<file path="src/rtl/gvpu_pkg.sv">
// Shared types and constants of the grid value predict/update block.
// No dependencies; imported by every module of the block.
package gvpu_pkg;

	localparam int DATA_W  = 32;
	localparam int DEPTH   = 1024;
	localparam int ADDR_W  = 10;
	localparam int KERN_W  = 16;
	localparam int STEP_W  = 16;
	localparam int OP_W    = 2;
	localparam int ACT_W   = 2;
	localparam int CFG_W   = 3;
	localparam int TAP_W   = 3;
	localparam int PROD_W  = DATA_W + KERN_W;
	localparam int ACC_W   = PROD_W + 3;
	localparam int PRED_W  = ACC_W - 14;

	// Operation codes
	localparam logic [OP_W-1:0] OP_PREDICT = 2'd0;
	localparam logic [OP_W-1:0] OP_UPDATE  = 2'd1;
	localparam logic [OP_W-1:0] OP_WRITE   = 2'd2;
	localparam logic [OP_W-1:0] OP_READ    = 2'd3;

	// Configuration register indexes
	localparam logic [CFG_W-1:0] CFG_MIN_X       = 3'd0;
	localparam logic [CFG_W-1:0] CFG_MIN_Y       = 3'd1;
	localparam logic [CFG_W-1:0] CFG_INV_WIDTH_X = 3'd2;
	localparam logic [CFG_W-1:0] CFG_INV_WIDTH_Y = 3'd3;
	localparam logic [CFG_W-1:0] CFG_STEP_SIZE   = 3'd4;
	localparam logic [CFG_W-1:0] CFG_K_CENTER    = 3'd5;
	localparam logic [CFG_W-1:0] CFG_K_NEAR      = 3'd6;
	localparam logic [CFG_W-1:0] CFG_K_FAR       = 3'd7;

	// Controller to datapath commands
	typedef struct packed {
		logic              load;
		logic              mul_x;
		logic              mul_y;
		logic              cell_ld;
		logic              acc_clr;
		logic              rd_tap;
		logic              mul_tap;
		logic              acc_add;
		logic              err;
		logic              step;
		logic              urd;
		logic              uwr;
		logic              wr_entry;
		logic              rd_entry;
		logic              clr_wr;
		logic [ADDR_W-1:0] clr_addr;
		logic [TAP_W-1:0]  tap;
		logic              out_load;
	} gvpu_cmd_t;

	// Saturate to a signed 32-bit value
	function automatic logic signed [DATA_W-1:0] sat32(input logic signed [63:0] x);
		if (x > 64'sd2147483647)
			return 32'sh7FFFFFFF;
		else if (x < -64'sd2147483648)
			return 32'sh80000000;
		else
			return x[DATA_W-1:0];
	endfunction

endpackage

</file>
<file path="src/rtl/gvpu_ctrl.sv">
// Sequencing state machine: table clear, cell lookup, tap reads, update write-back.
// Depends on gvpu_pkg.
module gvpu_ctrl import gvpu_pkg::*; #(
	parameter int KERNEL_TAPS = 3
) (
	input  logic            clk,
	input  logic            arst_n,
	input  logic            in_valid,
	output logic            in_stall,
	input  logic [OP_W-1:0] operation,
	output logic            out_valid,
	input  logic            out_stall,
	output gvpu_cmd_t       cmd
);

	localparam int NTAPS = 2 * KERNEL_TAPS - 1;

	localparam logic [3:0] S_CLR  = 4'd0;
	localparam logic [3:0] S_IDLE = 4'd1;
	localparam logic [3:0] S_CX   = 4'd2;
	localparam logic [3:0] S_CY   = 4'd3;
	localparam logic [3:0] S_CELL = 4'd4;
	localparam logic [3:0] S_PRD  = 4'd5;
	localparam logic [3:0] S_PMUL = 4'd6;
	localparam logic [3:0] S_PACC = 4'd7;
	localparam logic [3:0] S_ERR  = 4'd8;
	localparam logic [3:0] S_STEP = 4'd9;
	localparam logic [3:0] S_URD  = 4'd10;
	localparam logic [3:0] S_UWR  = 4'd11;
	localparam logic [3:0] S_WR   = 4'd12;
	localparam logic [3:0] S_RD   = 4'd13;
	localparam logic [3:0] S_DONE = 4'd14;

	logic [3:0]        state_q, state_d;
	logic [ADDR_W-1:0] clr_q;
	logic [TAP_W-1:0]  tap_q;
	logic [OP_W-1:0]   op_q;
	logic              out_valid_q;
	logic              last_tap;
	logic              slot_free;

	assign last_tap  = (tap_q == TAP_W'(NTAPS - 1));
	assign slot_free = !out_valid_q || !out_stall;
	assign in_stall  = (state_q != S_IDLE);
	assign out_valid = out_valid_q;

	// Next state and commands
	always_comb begin
		state_d      = state_q;
		cmd          = '0;
		cmd.clr_addr = clr_q;
		cmd.tap      = tap_q;
		unique case (state_q)
			S_CLR: begin
				cmd.clr_wr = 1'b1;
				if (clr_q == ADDR_W'(DEPTH - 1))
					state_d = S_IDLE;
			end
			S_IDLE: begin
				if (in_valid) begin
					cmd.load = 1'b1;
					unique case (operation) inside
						OP_PREDICT, OP_UPDATE: state_d = S_CX;
						OP_WRITE:              state_d = S_WR;
						default:               state_d = S_RD;
					endcase
				end
			end
			S_CX: begin
				cmd.mul_x = 1'b1;
				state_d   = S_CY;
			end
			S_CY: begin
				cmd.mul_y = 1'b1;
				state_d   = S_CELL;
			end
			S_CELL: begin
				cmd.cell_ld = 1'b1;
				cmd.acc_clr = 1'b1;
				state_d     = S_PRD;
			end
			S_PRD: begin
				cmd.rd_tap = 1'b1;
				state_d    = S_PMUL;
			end
			S_PMUL: begin
				cmd.mul_tap = 1'b1;
				state_d     = S_PACC;
			end
			S_PACC: begin
				cmd.acc_add = 1'b1;
				if (!last_tap)
					state_d = S_PRD;
				else if (op_q == OP_UPDATE)
					state_d = S_ERR;
				else
					state_d = S_DONE;
			end
			S_ERR: begin
				cmd.err = 1'b1;
				state_d = S_STEP;
			end
			S_STEP: begin
				cmd.step = 1'b1;
				state_d  = S_URD;
			end
			S_URD: begin
				cmd.urd = 1'b1;
				state_d = S_UWR;
			end
			S_UWR: begin
				cmd.uwr = 1'b1;
				state_d = last_tap ? S_DONE : S_URD;
			end
			S_WR: begin
				cmd.wr_entry = 1'b1;
				state_d      = S_DONE;
			end
			S_RD: begin
				cmd.rd_entry = 1'b1;
				state_d      = S_DONE;
			end
			S_DONE: begin
				if (slot_free) begin
					cmd.out_load = 1'b1;
					state_d      = S_IDLE;
				end
			end
			default: state_d = S_IDLE;
		endcase
	end

	// State, counters and output valid
	always_ff @(posedge clk or negedge arst_n) begin
		if (!arst_n) begin
			state_q     <= S_CLR;
			clr_q       <= '0;
			tap_q       <= '0;
			op_q        <= OP_PREDICT;
			out_valid_q <= 1'b0;
		end else begin
			state_q <= state_d;
			if (state_q == S_CLR)
				clr_q <= clr_q + 1'b1;
			if (cmd.load)
				op_q <= operation;
			if (cmd.cell_ld || (state_q == S_PACC && last_tap))
				tap_q <= '0;
			else if ((state_q == S_PACC) || (state_q == S_UWR))
				tap_q <= tap_q + 1'b1;
			if (cmd.out_load)
				out_valid_q <= 1'b1;
			else if (!out_stall)
				out_valid_q <= 1'b0;
		end
	end

endmodule

</file>
<file path="config.mk">
export PLATFORM = sky130hd
export DESIGN_NAME = gvpu_ctrl
export DESIGN_NICKNAME = d
export VERILOG_FILES = /design/src/rtl/gvpu_pkg.sv /design/src/rtl/gvpu_ctrl.sv
export SDC_FILE = /design/constraint.sdc
export NUM_CORES = 1
export LEC_CHECK = 0
export BUFFER_PORTS_ARGS = -buffer_cell sky130_fd_sc_hd__buf_2
export CORE_UTILIZATION = 50
export CTS_CLUSTER_SIZE = 16
export DETAILED_ROUTE_END_ITERATION = 8
export PLACE_DENSITY_LB_ADDON = 0.2
export SYNTH_ARGS = -nofsm -noshare
export SYNTH_HDL_FRONTEND = slang
export SYNTH_SLANG_ARGS = --single-unit
</file>
<file path="constraint.sdc">
create_clock -name clk -period 5.1 [get_ports clk]
set_clock_uncertainty 0.05 [all_clocks]
set_input_delay 0.765 -clock clk [delete_from_list [all_inputs] [get_ports clk]]
set_output_delay 0.765 -clock clk [all_outputs]
set_load 0.01 [all_outputs]
</file>
* Word-level counts from Yosys, hierarchy flattened
Index checks and enable logic that the tools add are counted.
** Word-level totals
- Register bits :: 20
- Bits of input ports :: 6
- Output and inout bits :: 31
** Operators by class
- Add/subtract/negate cells :: 2
- Equality and inequality tests :: 24
- Muxes and demuxes :: 29
- Reductions and logical operators :: 12
** Operators by type and width (count)
- 4-bit case mux with 14 select lines :: 1
- 4-bit == test (second input constant) :: 7
- 1-bit two-way mux :: 18
- 4-bit by 3-bit == test with 1-bit output (second input constant) :: 4
- 4-bit two-way mux :: 4
- 3-bit two-way mux :: 4
- 10-bit by 1-bit adder with 10-bit output (second input constant) :: 1
- 10-bit == test (second input constant) :: 1
- 4-bit by 2-bit == test with 1-bit output (second input constant) :: 2
- 4-bit case mux with 2 select lines :: 1
- 2-bit inequality test (second input constant) :: 3
- 2-bit by 1-bit == test with 1-bit output (second input constant) :: 2
- 4-bit by 1-bit == test with 1-bit output (second input constant) :: 1
- 4-bit zero test :: 1
- 4-bit by 1-bit inequality test with 1-bit output (second input constant) :: 1
- 2-bit OR reduction :: 2
- 3-bit by 1-bit adder with 3-bit output (second input constant) :: 1
- 3-bit == test (second input constant) :: 1
- 1-bit logical OR :: 3
- 3-bit AND reduction :: 1
- 2-bit == test (second input constant) :: 1
- 1-bit zero test :: 2
- 2-bit zero test :: 1
- 2-bit two-way mux :: 1
- 3 further kinds :: 3

* Logic depth before layout (Yosys ltp)
- Depth in word-level cells :: 5
- Mapped depth :: 6
- Gate-level depth less buffers :: 6

* Worst setup path before layout
OpenSTA, ideal clock, no wires.
- Path type :: reg2out
- Start point :: reg state_q[0]
- End point :: out cmd[25] in the netlist's numbering
- Arrival :: 1.210 ns
- Required time :: 4.285 ns
- Setup slack :: 3.075 ns
- Stages on the path, launching flop included :: 4
- Cells stage by stage :: dfrtp_1 > clkbuf_1 > nor3_1 > buf_4
** RTL lines
- start: declaration :: line gvpu_ctrl.sv:34 : logic [3:0] state_q, state_d;
- start signal: assignment :: line gvpu_ctrl.sv:142 : state_q <= state_d;
- end: declaration :: line gvpu_ctrl.sv:13 : output gvpu_cmd_t cmd

==> flow_results.xml <==
<?xml version="1.0" encoding="UTF-8"?>
<metrics>
  <group name="layout">
    <metric name="layout.cells.non_filler" unit="">190</metric>
    <metric name="drive_gt1_share" unit="%">32.1</metric>
    <metric name="layout-area-overhead-vs-synth" unit="%">20.5</metric>
    <metric name="fin_util" unit="%">64.5</metric>
    <metric name="antenna_cells" unit="">0</metric>
    <metric name="multiInputGateArea" unit="sq um">646</metric>
    <metric name="final_net_count" unit="">172</metric>
    <metric name="register_area" unit="sq um">500</metric>
    <metric name="fillers" unit="">206</metric>
  </group>
  <group name="run">
    <metric name="cap_violations" unit="">0</metric>
  </group>
  <group name="place">
    <metric name="numPortBuffers" unit="">36</metric>
    <metric name="place.detailed.hpwl" unit="um">1910</metric>
    <metric name="placed_cell_count" unit="">186</metric>
    <metric name="place.gp.congestion" unit="">0.776</metric>
  </group>
  <group name="timing">
    <metric name="max_slew_margin" unit="%">69.3</metric>
    <metric name="finalSetupViolations" unit="">0</metric>
    <metric name="fin_crit_sh" unit="%">51.5</metric>
    <metric name="tightest_slew" unit="ns">0.459</metric>
    <metric name="achievable_freq" unit="GHz">0.381</metric>
    <metric name="timing.hold.ws" unit="ns">0.332</metric>
    <metric name="setup_tns" unit="ns">0</metric>
    <metric name="rsz0062_at_grt" unit="">no</metric>
    <metric name="final-hold-violation-count" unit="">0</metric>
    <metric name="maxSlewViolCount" unit="">0</metric>
    <metric name="final.min_clock_period" unit="ns">2.62</metric>
  </group>
  <group name="routing">
    <metric name="initialDrtViolationCount" unit="">14</metric>
    <metric name="vias" unit="">1030</metric>
    <metric name="detailedRoute.firstPassIterationCount" unit="">4</metric>
    <metric name="post-route-drc-count" unit="">0</metric>
    <metric name="wirelength" unit="um">2570</metric>
    <metric name="vias_per_cell" unit="">5.42</metric>
    <metric name="antenna_left" unit="">0</metric>
    <metric name="average_wire_per_standard_cell" unit="um">13.5</metric>
  </group>
  <group name="clocking">
    <metric name="cts.clk_slew.worst_paths" unit="ns">0.11</metric>
    <metric name="tritoncts" unit="">built</metric>
    <metric name="cts-root-buf" unit="">clkbuf_4</metric>
    <metric name="hold_buffers" unit="">0</metric>
    <metric name="clock_sinks" unit="">20</metric>
    <metric name="clkLatencyLatePin" unit="ns">0.30</metric>
    <metric name="cts-resized-gates" unit="">0</metric>
    <metric name="tritoncts.num_buffers" unit="">3</metric>
    <metric name="cts.repair_timing.setup_buffer_count" unit="">0</metric>
    <metric name="cts.htree.levels" unit="">1</metric>
    <metric name="clockBufferDepth" unit="">2</metric>
  </group>
  <group name="setup_path">
    <metric name="timing.critical_path.slowest_cell_delay" unit="ns">0.65</metric>
    <metric name="critPathKind" unit="">flop to output port</metric>
    <metric name="critical_path.max_fanout" unit="">16</metric>
    <metric name="endpoint_kind" unit="">output port</metric>
    <metric name="path_buf_inv" unit="">2</metric>
    <metric name="worstPathRequired" unit="ns">4.28</metric>
    <metric name="crit_chain" unit="">nor4b_2 &gt; nand2_1 &gt; inv_1 &gt; buf_2</metric>
    <metric name="timing.critical_path.depth" unit="">4</metric>
    <metric name="worst-endpoint-arrival" unit="ns">1.81</metric>
    <metric name="start_kind" unit="">flop</metric>
    <metric name="depth_of_the_worst_register_to_register_path" unit="">4</metric>
    <metric name="setup.reg_to_reg.worst_slack" unit="ns">3.15</metric>
    <metric name="timing.rr.start" unit="">state_q[0]</metric>
    <metric name="capture_instance_of_the_worst_register_to_register_path" unit="">state_q[3]</metric>
    <metric name="worst_path_max_delay_cell" unit="">dfrtp_1</metric>
    <metric name="largest_delay_contributor_family_on_the_critical_path" unit="">simple AND/OR/NAND/NOR gates</metric>
  </group>
  <group name="synth">
    <metric name="post_synth_inst_count" unit="">127</metric>
    <metric name="synth_area_per_cell" unit="sq um">9.42</metric>
    <metric name="synth_enable_flop_cells" unit="">0</metric>
    <metric name="synthDistinctLibCells" unit="">42</metric>
    <metric name="synthArstFlopShare" unit="%">100</metric>
    <metric name="ys_seq_elements" unit="">20</metric>
    <metric name="syn_nets" unit="">136</metric>
    <metric name="synth.yosys.seq_area_share" unit="%">41.8</metric>
    <metric name="synth_ff_type" unit="">dfrtp_1</metric>
    <metric name="ys_warnings" unit="">0</metric>
    <metric name="synth.cell_area" unit="sq um">1200</metric>
  </group>
  <group name="floorplanning">
    <metric name="floorplan.io_pins" unit="">37</metric>
    <metric name="vertical_die_dimension" unit="um">50.9</metric>
    <metric name="design.core.area" unit="sq um">2230</metric>
    <metric name="dieArea" unit="sq um">2590</metric>
    <metric name="placement_rows" unit="">17</metric>
    <metric name="floorplan.initialDensity" unit="%">53.6</metric>
    <metric name="die_w" unit="um">50.9</metric>
  </group>
  <group name="grt">
    <metric name="global_route_wire_length_before_repair" unit="um">3990</metric>
    <metric name="grt_max_degree" unit="">21</metric>
    <metric name="groute.usage.overall" unit="%">20.8</metric>
    <metric name="via_count_of_the_first_global_routing_pass" unit="">890</metric>
    <metric name="grt_antenna_before_repair" unit="">0</metric>
    <metric name="globalRoute.totalOverflow" unit="">0</metric>
  </group>
  <group name="outcome">
    <metric name="run_status" unit="">complete, no violations</metric>
  </group>
  <group name="min_path">
    <metric name="worstHoldPathType" unit="">input port to asynchronous set/reset pin</metric>
  </group>
  <group name="power">
    <metric name="design_power_total" unit="uW">776</metric>
    <metric name="pwr_density_cell" unit="nW/um^2">538</metric>
    <metric name="static-leakage-power" unit="uW">0.000711</metric>
    <metric name="max-vdd-ir-drop" unit="mV">0.361</metric>
  </group>
</metrics>
==> cell usage after synthesis, types with 2 or more instances <==
| master | instances | share of area, % |
|---|---|---|
| inv_1 | 6 | 1.9 |
| a21oi_1 | 4 | 1.7 |
| a311oi_1 | 2 | 1.5 |
| a211oi_1 | 2 | 1.3 |
| xor2_1 | 4 | 2.9 |
| nand2b_1 | 6 | 3.1 |
| nor2_1 | 13 | 4.1 |
| ha_1 | 3 | 3.1 |
| dfrtp_1 | 20 | 42 |
| o21ai_0 | 4 | 1.7 |
| nand2_1 | 10 | 3.1 |
| mux2_2 | 3 | 2.8 |
| clkbuf_1 | 4 | 1.3 |
| xnor2_1 | 8 | 5.9 |
| nand3b_1 | 2 | 1.3 |
| nor2b_1 | 2 | 1.0 |
| nor3_1 | 6 | 2.5 |
| and4_1 | 2 | 1.5 |
| nand3_1 | 3 | 1.3 |
==> layout make-up <==
cell class,instances,share of cell area [%]
multi-input combinational,95,44.8
sequential,20,34.7
timing repair buffer,36,12.5
tap,28,2.43
clock inverter,1,2.08
inverter,7,1.91
clock buffer,3,1.56
==> worst reg2reg max path, stage by stage, from the launching register on <==
cell	delay (ns)
dfrtp_1	0.57
or4_4	0.64
a31oi_1	0.27
nand3b_1	0.19
o21ai_0	0.12
==> registers in the layout (all words and copies together) (netlist names) <==
name       flops
clr_q         10
op_q           2
out_valid      1
state_q        4
tap_q          3
==> cells by family (layout without fill, tap and decap cells) <==
| group | after synthesis | in the layout | synth area share (%) |
|---|---|---|---|
| compound gates | 21 | 21 | 12.0 |
| xor+xnor | 12 | 12 | 8.79 |
| fa+ha+maj | 3 | 3 | 3.14 |
| buf+inv | 12 | 47 | 4.18 |
| flops | 20 | 20 | 41.8 |
| mux | 4 | 4 | 3.66 |
| simple gates | 55 | 55 | 26.4 |
==> routing by layer <==
layer  GRT usage, %  wire length (um)  share of wire (%)  up-vias
li1               -                 -                  -      514
met1           26.3              1170                 46      485
met2           35.5              1260                 49       27
met3           1.79                95                3.7        4
met4           9.72                31                1.2        0
met5              0                 0                  0        -
==> power by group <==
| part | leakage, uW | internal (uW) | switching, uW |
|---|---|---|---|
| Clock | 0.0000279 | 79.4 | 49.1 |
| Sequential | 0.000260 | 208 | 89.4 |
| Combinational | 0.000424 | 166 | 184 |
==> stage by stage <==
stage	cell area, sq um	setup slack (ns)
after global routing	1440	2.30
after detailed placement	1390	2.84
after floorplan	1200	3.07
after global placement	1390	2.93
after CTS	1440	2.47
final	1440	2.48
==> worst max path at each step <==
stage	slack, ns	end	startpoint
6_report	2.48	cmd[28]	state_q[0]
5_1_grt	2.30	cmd[28]	state_q[0]
4_1_cts	2.47	cmd[28]	state_q[0]
3_5_place_dp	2.84	cmd[28]	state_q[0]
3_3_place_gp	2.93	cmd[14]	state_q[0]
2_1_floorplan	3.07	cmd[25]	state_q[0]
==> cells in the final DEF (no fill, tap or decap), drive strengths merged, types with 6 or more instances in the layout <==
cell / instances
buf: 36
dfrtp: 20
nor2: 13
nand2: 10
xnor2: 8
nand2b: 6
nor3: 6
inv: 6
No activity file was read; power rests on OpenSTA's default activity.
